--- config.mk ---
export PLATFORM = sky130hd
export DESIGN_NAME = expression_token_lexer
export DESIGN_NICKNAME = d
export VERILOG_FILES = /design/src/rtl/core/etl_pkg.sv /design/src/rtl/core/expression_token_lexer.sv
export SDC_FILE = /design/constraint.sdc
export NUM_CORES = 1
export LEC_CHECK = 0
export BUFFER_PORTS_ARGS = -buffer_cell sky130_fd_sc_hd__clkbuf_2
export CAP_MARGIN = 20
export CORE_ASPECT_RATIO = 2
export CORE_MARGIN = 1.5
export CORE_UTILIZATION = 45
export DETAILED_ROUTE_END_ITERATION = 16
export RECOVER_POWER = 25
export SLEW_MARGIN = 40
export SYNTH_ARGS = -nofsm -noshare
export SYNTH_HDL_FRONTEND = slang
export SYNTH_SLANG_ARGS = --single-unit
--- constraint.sdc ---
create_clock -name clk -period 8.3 [get_ports clk]
set_input_delay 0 -clock clk [delete_from_list [all_inputs] [get_ports clk]]
set_output_delay 0 -clock clk [all_outputs]
set_load 0.01 [all_outputs]
--- src/rtl/core/etl_pkg.sv ---
`timescale 1ns / 1ps

package etl_pkg;

  // Default cap on the character index
  localparam int unsigned MAX_TEXT_LEN_DEF = 65535;

  localparam int CH_W   = 8;
  localparam int KIND_W = 4;
  localparam int POS_W  = 16;
  localparam int ERR_W  = 2;
  // kind + pos + len + err = 38 bits, padded to whole bytes
  localparam int TDATA_W = 40;

  // Token kinds
  localparam logic [KIND_W-1:0] KIND_NUMBER = 4'd0;
  localparam logic [KIND_W-1:0] KIND_IDENT  = 4'd1;
  localparam logic [KIND_W-1:0] KIND_LOG    = 4'd2;
  localparam logic [KIND_W-1:0] KIND_SIN    = 4'd3;
  localparam logic [KIND_W-1:0] KIND_COS    = 4'd4;
  localparam logic [KIND_W-1:0] KIND_PLUS   = 4'd5;
  localparam logic [KIND_W-1:0] KIND_MINUS  = 4'd6;
  localparam logic [KIND_W-1:0] KIND_MUL    = 4'd7;
  localparam logic [KIND_W-1:0] KIND_DIV    = 4'd8;
  localparam logic [KIND_W-1:0] KIND_POW    = 4'd9;
  localparam logic [KIND_W-1:0] KIND_OPEN   = 4'd10;
  localparam logic [KIND_W-1:0] KIND_CLOSE  = 4'd11;
  localparam logic [KIND_W-1:0] KIND_ASSIGN = 4'd12;
  localparam logic [KIND_W-1:0] KIND_END    = 4'd13;
  localparam logic [KIND_W-1:0] KIND_ERROR  = 4'd14;

  // Error codes
  localparam logic [ERR_W-1:0] ERR_NONE   = 2'd0;
  localparam logic [ERR_W-1:0] ERR_NUMBER = 2'd1;
  localparam logic [ERR_W-1:0] ERR_CHAR   = 2'd2;

  typedef struct packed {
    logic [KIND_W-1:0] kind;
    logic [POS_W-1:0]  pos;
    logic [POS_W-1:0]  len;
    logic [ERR_W-1:0]  err;
    logic              last;
  } token_t;

  function automatic logic is_numeral(input logic [CH_W-1:0] c);
    return (c >= "0") && (c <= "9");
  endfunction

  function automatic logic is_space(input logic [CH_W-1:0] c);
    return (c == " ") || (c == 8'h0D) || (c == 8'h0A) || (c == 8'h09);
  endfunction

  function automatic logic is_letter(input logic [CH_W-1:0] c);
    return ((c >= "a") && (c <= "z")) || ((c >= "A") && (c <= "Z")) || (c == "_");
  endfunction

  // Single-character operators (assign included)
  function automatic logic is_op(input logic [CH_W-1:0] c);
    return (c == "+") || (c == "-") || (c == "*") || (c == "/") || (c == "^") ||
           (c == "(") || (c == ")") || (c == "=");
  endfunction

  function automatic logic [KIND_W-1:0] op_kind(input logic [CH_W-1:0] c);
    logic [KIND_W-1:0] k;
    k = KIND_ASSIGN;
    unique case (c)
      "+":     k = KIND_PLUS;
      "-":     k = KIND_MINUS;
      "*":     k = KIND_MUL;
      "/":     k = KIND_DIV;
      "^":     k = KIND_POW;
      "(":     k = KIND_OPEN;
      ")":     k = KIND_CLOSE;
      default: k = KIND_ASSIGN;
    endcase
    return k;
  endfunction

  // Characters that close an identifier; '=' deliberately does not
  function automatic logic is_ident_end(input logic [CH_W-1:0] c);
    return (c == 8'h00) || is_space(c) || is_numeral(c) ||
           ((c != "=") && is_op(c));
  endfunction

  // Keyword text: row 0 log, row 1 sin, row 2 cos
  function automatic logic [CH_W-1:0] kw_char(input logic [1:0] k, input logic [1:0] idx);
    logic [CH_W-1:0] r;
    r = 8'h00;
    unique case ({k, idx})
      4'b00_00: r = "l";
      4'b00_01: r = "o";
      4'b00_10: r = "g";
      4'b01_00: r = "s";
      4'b01_01: r = "i";
      4'b01_10: r = "n";
      4'b10_00: r = "c";
      4'b10_01: r = "o";
      4'b10_10: r = "s";
      default:  r = 8'h00;
    endcase
    return r;
  endfunction

  // Drop keyword candidates that do not match character c at index idx
  function automatic logic [2:0] alive_upd(input logic [2:0] alive,
                                           input logic [CH_W-1:0] c,
                                           input logic [POS_W-1:0] idx);
    logic [2:0] r;
    r = 3'b000;
    if (idx < 16'd3) begin
      for (int k = 0; k < 3; k++) begin
        r[k] = alive[k] && (kw_char(2'(k), idx[1:0]) == c);
      end
    end
    return r;
  endfunction

  function automatic token_t make_tok(input logic [KIND_W-1:0] kind,
                                      input logic [POS_W-1:0] pos,
                                      input logic [POS_W:0] len,
                                      input logic [ERR_W-1:0] err);
    token_t t;
    t.kind = kind;
    t.pos  = pos;
    t.len  = len[POS_W] ? {POS_W{1'b1}} : len[POS_W-1:0];
    t.err  = err;
    t.last = 1'b0;
    return t;
  endfunction

endpackage

--- src/rtl/core/expression_token_lexer.sv ---
`timescale 1ns / 1ps

// Channel  Dir  Width  Contents
// s_axis   in   8      tdata: ch
// m_axis   out  40     tdata: token_kind, token_pos, token_len, error_code; tlast: run_last
//
// One character is taken per cycle; its tokens (none, one or two) are written
// into a four-entry result queue at that edge and show on m_axis from the next
// cycle, one transaction per cycle while m_axis_tready is high. s_axis_tready
// drops while fewer than two queue entries are free; with m_axis_tready held
// high the queue never holds more than two tokens, so the input runs without stalls.
// Reset (rst, synchronous) returns the lexer to idle at index 0 and empties the queue.

module expression_token_lexer #(
  parameter int unsigned MAX_TEXT_LEN = etl_pkg::MAX_TEXT_LEN_DEF
) (
  input  logic                        clk,
  input  logic                        rst,
  input  logic                        s_axis_tvalid,
  output logic                        s_axis_tready,
  input  logic [etl_pkg::CH_W-1:0]    s_axis_tdata,   // [7:0] ch
  output logic                        m_axis_tvalid,
  input  logic                        m_axis_tready,
  // [3:0] token_kind, [19:4] token_pos, [35:20] token_len, [37:36] error_code
  output logic [etl_pkg::TDATA_W-1:0] m_axis_tdata,
  output logic                        m_axis_tlast    // run_last
);
  import etl_pkg::*;

  localparam logic [POS_W-1:0] POS_CAP =
    (MAX_TEXT_LEN < 65535) ? POS_W'(MAX_TEXT_LEN) : {POS_W{1'b1}};
  localparam int QDEPTH = 4;
  localparam int QPTR_W = $clog2(QDEPTH);

  typedef enum logic [2:0] {
    M_IDLE, M_NUM, M_AFTER_E, M_AFTER_SIGN, M_AFTER_POINT, M_IDENT, M_DROP
  } mode_t;

  mode_t            mode, mode_next;
  logic [POS_W-1:0] char_position, pos_next;
  logic [POS_W-1:0] token_start, start_next;
  logic [2:0]       keyword_alive, alive_next;
  logic             point_seen, point_next;
  logic             exponent_seen, exp_next;

  token_t           queue [QDEPTH];
  logic [QPTR_W-1:0] wr_ptr, rd_ptr;
  logic [QPTR_W:0]   count, count_next;

  logic             s_accept, m_accept;
  logic [CH_W-1:0]  c;
  logic [POS_W-1:0] len;
  logic [POS_W:0]   len_w, len_p1;
  logic             again;
  token_t           res0, res1, idle_res;
  logic             idle_emit;
  logic [1:0]       n_mode, n_push;

  assign s_accept = s_axis_tvalid && s_axis_tready;
  assign m_accept = m_axis_tvalid && m_axis_tready;
  assign c        = s_axis_tdata;
  assign len      = (char_position >= token_start) ? (char_position - token_start) : '0;
  assign len_w    = {1'b0, len};
  assign len_p1   = len_w + 1'b1;

  // Per-character scan: state update and up to two tokens
  always_comb begin
    mode_next  = mode;
    start_next = token_start;
    alive_next = keyword_alive;
    point_next = point_seen;
    exp_next   = exponent_seen;
    again      = 1'b0;
    n_mode     = 2'd0;
    res0       = make_tok(KIND_ERROR, token_start, len_w, ERR_NUMBER);
    idle_emit  = 1'b0;
    idle_res   = make_tok(KIND_END, char_position, '0, ERR_NONE);

    unique case (mode)
      M_NUM: begin
        if (is_numeral(c)) begin
          mode_next = M_NUM;
        end else if (c == "e" || c == "E") begin
          if (exponent_seen) begin
            n_mode    = 2'd1;
            mode_next = M_DROP;
          end else begin
            exp_next  = 1'b1;
            mode_next = M_AFTER_E;
          end
        end else if (c == ".") begin
          if (exponent_seen || point_seen) begin
            res0      = make_tok(KIND_ERROR, token_start, len_p1, ERR_NUMBER);
            n_mode    = 2'd1;
            mode_next = M_DROP;
          end else begin
            mode_next = M_AFTER_POINT;
          end
        end else begin
          res0      = make_tok(KIND_NUMBER, token_start, len_w, ERR_NONE);
          n_mode    = 2'd1;
          mode_next = M_IDLE;
          again     = 1'b1;
        end
      end
      M_AFTER_E: begin
        if (c == "+" || c == "-") begin
          mode_next = M_AFTER_SIGN;
        end else if (is_numeral(c)) begin
          mode_next = M_NUM;
        end else begin
          n_mode    = 2'd1;
          mode_next = M_DROP;
        end
      end
      M_AFTER_SIGN: begin
        if (is_numeral(c)) begin
          mode_next = M_NUM;
        end else begin
          n_mode    = 2'd1;
          mode_next = M_DROP;
        end
      end
      M_AFTER_POINT: begin
        if (is_numeral(c)) begin
          point_next = 1'b1;
          mode_next  = M_NUM;
        end else begin
          n_mode    = 2'd1;
          mode_next = M_DROP;
        end
      end
      M_IDENT: begin
        if (is_ident_end(c)) begin
          // keyword only for a three-character lexeme that still matches
          if (len == 16'd3 && keyword_alive[0]) begin
            res0 = make_tok(KIND_LOG, token_start, len_w, ERR_NONE);
          end else if (len == 16'd3 && keyword_alive[1]) begin
            res0 = make_tok(KIND_SIN, token_start, len_w, ERR_NONE);
          end else if (len == 16'd3 && keyword_alive[2]) begin
            res0 = make_tok(KIND_COS, token_start, len_w, ERR_NONE);
          end else begin
            res0 = make_tok(KIND_IDENT, token_start, len_w, ERR_NONE);
          end
          n_mode    = 2'd1;
          mode_next = M_IDLE;
          again     = 1'b1;
        end else begin
          alive_next = alive_upd(keyword_alive, c, len);
        end
      end
      M_DROP: begin
        mode_next = M_DROP;
      end
      default: begin
        // idle, and any unused code
        mode_next = M_IDLE;
        again     = 1'b1;
      end
    endcase

    // Between tokens: skip a space, start a token, or emit an end token or a one-character one
    if (again) begin
      if (c == 8'h00) begin
        idle_emit = 1'b1;
      end else if (is_space(c)) begin
        idle_emit = 1'b0;
      end else if (is_numeral(c)) begin
        start_next = char_position;
        point_next = 1'b0;
        exp_next   = 1'b0;
        mode_next  = M_NUM;
      end else if (is_op(c)) begin
        idle_emit = 1'b1;
        idle_res  = make_tok(op_kind(c), char_position, 17'd1, ERR_NONE);
      end else if (is_letter(c)) begin
        start_next = char_position;
        alive_next = alive_upd(3'b111, c, '0);
        mode_next  = M_IDENT;
      end else begin
        idle_emit = 1'b1;
        idle_res  = make_tok(KIND_ERROR, char_position, 17'd1, ERR_CHAR);
        mode_next = M_DROP;
      end
    end

    // Place tokens in order and mark the last one
    res1   = idle_res;
    n_push = n_mode;
    if (idle_emit) begin
      if (n_mode == 2'd0) begin
        res0 = idle_res;
      end
      n_push = n_mode + 2'd1;
    end
    if (n_push == 2'd2) begin
      res1.last = 1'b1;
    end else begin
      res0.last = 1'b1;
    end

    // Terminator restarts; otherwise the index advances up to the cap
    pos_next = char_position;
    if (c == 8'h00) begin
      mode_next  = M_IDLE;
      pos_next   = '0;
      start_next = '0;
      alive_next = 3'b111;
      point_next = 1'b0;
      exp_next   = 1'b0;
    end else if (char_position < POS_CAP) begin
      pos_next = char_position + 1'b1;
    end
  end

  // Scanner state
  always_ff @(posedge clk) begin
    if (rst) begin
      mode          <= M_IDLE;
      char_position <= '0;
      token_start   <= '0;
      keyword_alive <= 3'b111;
      point_seen    <= 1'b0;
      exponent_seen <= 1'b0;
    end else if (s_accept) begin
      mode          <= mode_next;
      char_position <= pos_next;
      token_start   <= start_next;
      keyword_alive <= alive_next;
      point_seen    <= point_next;
      exponent_seen <= exp_next;
    end
  end

  // Result queue
  always_comb begin
    count_next = count;
    if (s_accept) begin
      count_next = count_next + {1'b0, n_push};
    end
    if (m_accept) begin
      count_next = count_next - 1'b1;
    end
  end

  always_ff @(posedge clk) begin
    if (rst) begin
      wr_ptr <= '0;
      rd_ptr <= '0;
      count  <= '0;
    end else begin
      if (s_accept) begin
        wr_ptr <= wr_ptr + QPTR_W'(n_push);
      end
      if (m_accept) begin
        rd_ptr <= rd_ptr + 1'b1;
      end
      count <= count_next;
    end
  end

  always_ff @(posedge clk) begin
    if (s_accept && n_push != 2'd0) begin
      queue[wr_ptr] <= res0;
    end
    if (s_accept && n_push == 2'd2) begin
      queue[wr_ptr + 1'b1] <= res1;
    end
  end

  assign s_axis_tready = (count <= (QPTR_W + 1)'(QDEPTH - 2));
  assign m_axis_tvalid = (count != '0);
  assign m_axis_tdata  = {2'b00, queue[rd_ptr].err, queue[rd_ptr].len,
                          queue[rd_ptr].pos, queue[rd_ptr].kind};
  assign m_axis_tlast  = queue[rd_ptr].last;

`ifndef SYNTHESIS
  a_queue_bound: assert property (@(posedge clk) disable iff (rst)
    count <= (QPTR_W + 1)'(QDEPTH))
    else $error("result queue overfilled");

  a_term_restart: assert property (@(posedge clk) disable iff (rst)
    (s_accept && s_axis_tdata == 8'h00) |=> (char_position == '0 && mode == M_IDLE))
    else $error("terminator did not restart the scanner");

  a_drop_silent: assert property (@(posedge clk) disable iff (rst)
    (s_accept && mode == M_DROP) |=> (count == $past(count_next)) &&
      ($past(n_push) == 2'd0))
    else $error("token produced while dropping input");
`endif

endmodule
=== Word level (Yosys, flattened, before mapping) ===
Memory sizes are Yosys's and may differ from the RTL's. A register that Yosys moved wholly into a read port is not among the register bits.
Index checks and enable logic that the tools add are counted.

* $add $sub $neg: 9
* Magnitude comparators: 10
* Equality and inequality tests: 35
* Mux-type cells: 126
* Reduce and logical (&&, ||, !) cells: 43

{| class="wikitable"
|+ Operator list
! operator !! count
|-
| 2-to-1 mux 39 bit || 11
|-
| 2-to-1 mux 8 bit || 27
|-
| 2-to-1 mux 16 bit || 10
|-
| 2-to-1 mux 38 bit || 3
|-
| case mux 39 bit (2 select lines) || 1
|-
| == test 8 x 6 -> 1 bit, second input constant || 9
|-
| 2-to-1 mux 3 bit || 23
|-
| case mux 7 bit (3 select lines) || 3
|-
| == test 8 bit || 6
|-
| 2-to-1 mux 37 bit || 1
|-
| 2-to-1 mux 1 bit || 34
|-
| == test 8 x 7 -> 1 bit, second input constant || 4
|-
| case mux 4 bit (7 select lines) || 1
|-
| == test 8 x 4 -> 1 bit, second input constant || 3
|-
| 2-to-1 mux 19 bit || 1
|-
| adder 16 x 1 -> 17 bit, second input constant || 1
|-
| logical OR 1 bit || 17
|-
| adder 16 x 1 -> 16 bit, second input constant || 1
|-
| == test 16 x 2 -> 1 bit, second input constant || 1
|-
| >= comparator 16 bit || 1
|-
| >= comparator 8 x 7 -> 1 bit, second input constant || 2
|-
| <= comparator 8 x 7 -> 1 bit, second input constant || 2
|-
| < comparator 16 bit, second input constant || 1
|-
| < comparator 16 x 2 -> 1 bit, second input constant || 1
|-
| other kinds (29) || 59
|}

* Memory bits (writable): 156
* Memories: 1
* Register bits: 47
* Input port bits: 12
* Output and inout port bits: 43

{| class="wikitable"
|+ Memories
! memory !! words !! width !! rd ports !! clocked after Yosys merged registers in !! write ports !! RTL line !! RTL
|-
| queue || 4 || 39 || 1 || 1 || 2 || expression_token_lexer.sv:46 || <nowiki>token_t queue [QDEPTH];</nowiki>
|}

=== Longest topological paths before layout ===
* Depth in word-level cells: 23
* Mapped depth: 18
* Mapped depth without buffers: 17

=== Least setup slack after synthesis ===
Ideal clock, no wire load.

* Path kind: register to register
* Start point: reg char_position[0]
* End point: mem queue[0][5] (netlist name)
* Required time: 8.240 ns
* Stages on the path, launching flop included: 18
* Setup time: 0.060 ns
* Buffers on the path: 2
* Path slack: 4.166 ns
* Data arrival time: 4.075 ns
* Cell sequence: dfxtp_1 -> clkbuf_1 -> inv_1 -> ha_1 -> fa_1 -> nor2b_1 -> o21a_2 -> o221ai_1 -> and3_1 -> clkbuf_1 -> nor2_1 -> ha_1 -> nand2_1 -> or3_1 -> or2_0 -> nor3_2 -> o21bai_1 -> a22o_1

{| class="wikitable"
|+ RTL lines
! element !! RTL line !! RTL
|-
| from (decl) || expression_token_lexer.sv:40 || <nowiki>logic [POS_W-1:0] char_position, pos_next;</nowiki>
|-
| from (signal assigned) || expression_token_lexer.sv:227 || <nowiki>char_position <= pos_next;</nowiki>
|-
| to (decl) || expression_token_lexer.sv:46 ||
|}

==> impl_metrics.json <==
{
  "vias_per_cell": 6.03,
  "cp_max_fo": 19,
  "syn_to_final_growth_pct": 10.4,
  "rr_worst_depth": 16,
  "yosysUniqueCellTypes": 84,
  "track_usage": 0.273,
  "fmax_ghz": 0.190,
  "cp.arrival_ns": 5.71,
  "dieWidth_microns": 115,
  "clock_latency_ns": 0.51,
  "slowest_stage": "nand3_1",
  "required_ns": 8.75,
  "ys_warn_count": 0,
  "status": "complete, but fails checks",
  "clk_pin_slew_ns": 0.06,
  "gp_congestion": 0.984,
  "antenna_found_initial": 0,
  "place.port_buffers": 52,
  "dp.cells": 1510,
  "cap_violations": 2,
  "start_util": 0.456,
  "synth_async_sr_flop_share": 0,
  "dieArea_sq_um": 26300,
  "cts.path.max_buffers": 3,
  "fin_cells": 1548,
  "ir_drop_mv": 0.147,
  "rows": 82,
  "die_h_microns": 228,
  "rsz0062_at_grt": "false",
  "clock-sinks": 205,
  "violations": "max-capacitance violations, max-slew violations",
  "crit_family": "simple AND/OR/NAND/NOR gates",
  "crit_buf_inv": 2,
  "drtIter0Drc": 663,
  "cts_tree": "yes",
  "grt_pass1_vias": 9511,
  "slew_violations": 73,
  "hold_violations": 0,
  "ys_ff_latch": 205,
  "synth_edf_count": 92,
  "power_density_nw_per_um2": 280,
  "cts_root_buf": "clkbuf_16",
  "critPathMaxStageDelay_ns": 0.61,
  "cts_max_level": 1,
  "synth_area_per_cell_sq_um": 9.60,
  "syn_area_sq_um": 11400,
  "wl_per_cell_microns": 22.7,
  "slew_headroom": -1.46,
  "hp-class": "input port to register",
  "crit_chain": "inv_1 -> ha_1 -> fa_1 -> nor2b_1 -> o21a_2 -> o221ai_1 -> nand3_1 -> nand2b_1 -> inv_1 -> ha_1 -> nand2_1 -> or3_1 -> or2_0 -> nor3_2 -> o21bai_1 -> a22o_1",
  "seq_area_frac_synth": 0.442,
  "fin_crit_ns": 5.26,
  "cts_made_buffers": 21,
  "r2r_slack_ns": 3.04,
  "path_depth": 16,
  "grt_first_pass_wirelength_microns": 54700,
  "nNetsFinal": 1238,
  "diodes": 0,
  "ant_nets": 0,
  "path_class": "register to register",
  "firstDrtPassIters": 8,
  "fp.coreArea_sq_um": 24900,
  "drcViolationCount": 0,
  "cp-start-kind": "register",
  "grt_max_degree": 40,
  "holdPathStages": 5,
  "period_share": 0.633,
  "fin_skew_ns": 0.00823,
  "max_slew.worst_pin.slew_ns": 3.69,
  "ios": 55,
  "synthCells": 1186,
  "crit_path_end_kind": "register",
  "cts_resized": 0,
  "grt-ovfl-total": 0,
  "vias": 9338,
  "drive_gt1_frac": 0.112,
  "dp_hpwl_microns": 24700,
  "finalSetupViolCount": 0,
  "wirelength_microns": 35100,
  "setup_tns_ns": 0,
  "synthFlopType": "dfxtp_1",
  "leakagePower_nw": 4.30
}
state kept, by name (all words and copies together) (netlist names), named ones only:
signal / count
point_seen: 1
mode: 3
exponent_seen: 1
wr_ptr: 2
queue: 156
count: 3
char_position: 16
keyword_alive: 3
token_start: 16
rd_ptr: 2
cells in the final DEF (no fill, tap or decap), types with 5 or more instances in the layout:
| master | count |
|---|---|
| ha_1 | 26 |
| inv_1 | 38 |
| clkbuf_2 | 12 |
| o31ai_1 | 8 |
| nor2_1 | 71 |
| or4_1 | 5 |
| nand3b_1 | 5 |
| clkbuf_1 | 45 |
| edfxtp_1 | 92 |
| nand3_1 | 36 |
| or2_2 | 5 |
| or3_1 | 15 |
| clkbuf_16 | 22 |
| nand4_1 | 10 |
| o22ai_1 | 28 |
| and2_1 | 5 |
| nor3_1 | 17 |
| o211ai_1 | 8 |
| a21o_1 | 10 |
| xor2_1 | 25 |
| a22o_1 | 37 |
| and3_1 | 10 |
| nor2b_1 | 14 |
| mux4_2 | 39 |
| nand2_1 | 150 |
| o21ai_1 | 8 |
| nand2b_1 | 32 |
| dfxtp_1 | 111 |
| o21bai_1 | 5 |
| a21oi_1 | 57 |
| o221ai_1 | 5 |
| nand2_2 | 5 |
| buf_4 | 14 |
| o21a_1 | 5 |
| xnor2_1 | 21 |
| o21ai_0 | 118 |
worst min-delay path, delay by kind of cell:
family | cells | cell delay [ns]
simple gates | 2 | 0.14
compound gates | 1 | 0.06
buf+inv | 2 | 0.30
where the power goes:
part	total [mW]	switching (mW)	leakage, nW	internal (mW)
Combinational	1.21	0.767	2.22	0.442
Sequential	1.36	0.0860	1.75	1.27
Clock	0.952	0.398	0.335	0.553
per-layer routing:
metal  part of all wire  vias up  GRT usage
met3              0.045       79     0.0260
met4              0.042        0      0.119
li1                   -     4369          -
met5                  0        -          0
met2               0.54      291      0.500
met1               0.38     4599      0.314
cell type report:
type,count,area [sq um]
multi-input cells,864,5960
flip-flops and latches,205,5030
clock buffers,30,621
inverters,38,143
fillers,2341,12400
repair buffers,68,329
clock inverters,7,68.8
well taps,336,420
kinds of logic after synthesis:
| group | Yosys count | synth area share |
|---|---|---|
| buffers and inverters | 118 | 0.0417 |
| and+or+nand+nor | 411 | 0.178 |
| DFF | 205 | 0.442 |
| muxes | 45 | 0.0827 |
| AOI/OAI and AO/OA | 332 | 0.188 |
| adders and majority gates | 28 | 0.0321 |
| other | 1 | 0.000329 |
| xor gates and xnor gates | 46 | 0.0354 |
what timing repair did:
item,4_1_cts,5_1_grt
endpoints found under the hold margin,4,0
buffers inserted,0,0
hold buffers,1,0
worst paths after layout:
| kind | startpoint | endpoint |
|---|---|---|
| max reg2reg | char_position[0] | queue[1][5] |
| max | char_position[0] | queue[1][5] |
| min reg2reg | queue[3][7] | queue[3][7] |
| min | s_axis_tvalid | wr_ptr[0] |
cell usage after synthesis, drive strengths merged, types with 3 or more instances:
cell type	instances	area, sq um
or3	16	105
nor2	75	282
nor4b	3	47.5
mux4	39	878
mux2i	4	40.0
edfxtp	92	2760
o21ai	131	659
nand2	155	582
a21o	10	75.1
o22ai	29	188
a31o	3	26.3
nor3b	3	22.5
inv	38	143
and3	10	62.6
nand3	36	180
nor3	18	95.1
o31ai	8	60.1
o211ai	8	60.1
dfxtp	113	2260
nand3b	5	37.5
a31oi	4	31.3
or2	8	50.1
nand4	11	83.8
nor4	6	43.8
a22o	37	324
a21oi	57	285
and2	6	37.5
buf	22	114
nand2b	32	200
ha	26	325
o21bai	6	45.0
or4	5	37.5
nor4bb	3	30.0
o221ai	5	43.8
xor2	25	219
a211oi	3	35.0
o21a	6	46.3
clkbuf	58	218
nor2b	14	87.6
xnor2	21	184
through the flow:
stage	total power, mW	worst slack, ns	util	hold slack [ns]	cell area, sq um
final	3.52	3.04	0.504	0.0452	12600
after detailed placement	2.61	3.23	0.479	0.385	11900
after CTS	3.56	3.16	0.507	0.0436	12600
after global routing	3.69	2.67	0.504	0.0836	12600
after global placement	2.57	3.37	0.475	0.375	11900
after floorplan	2.15	4.17	-	0.234	11400
(Power assumes the default switching activity.)
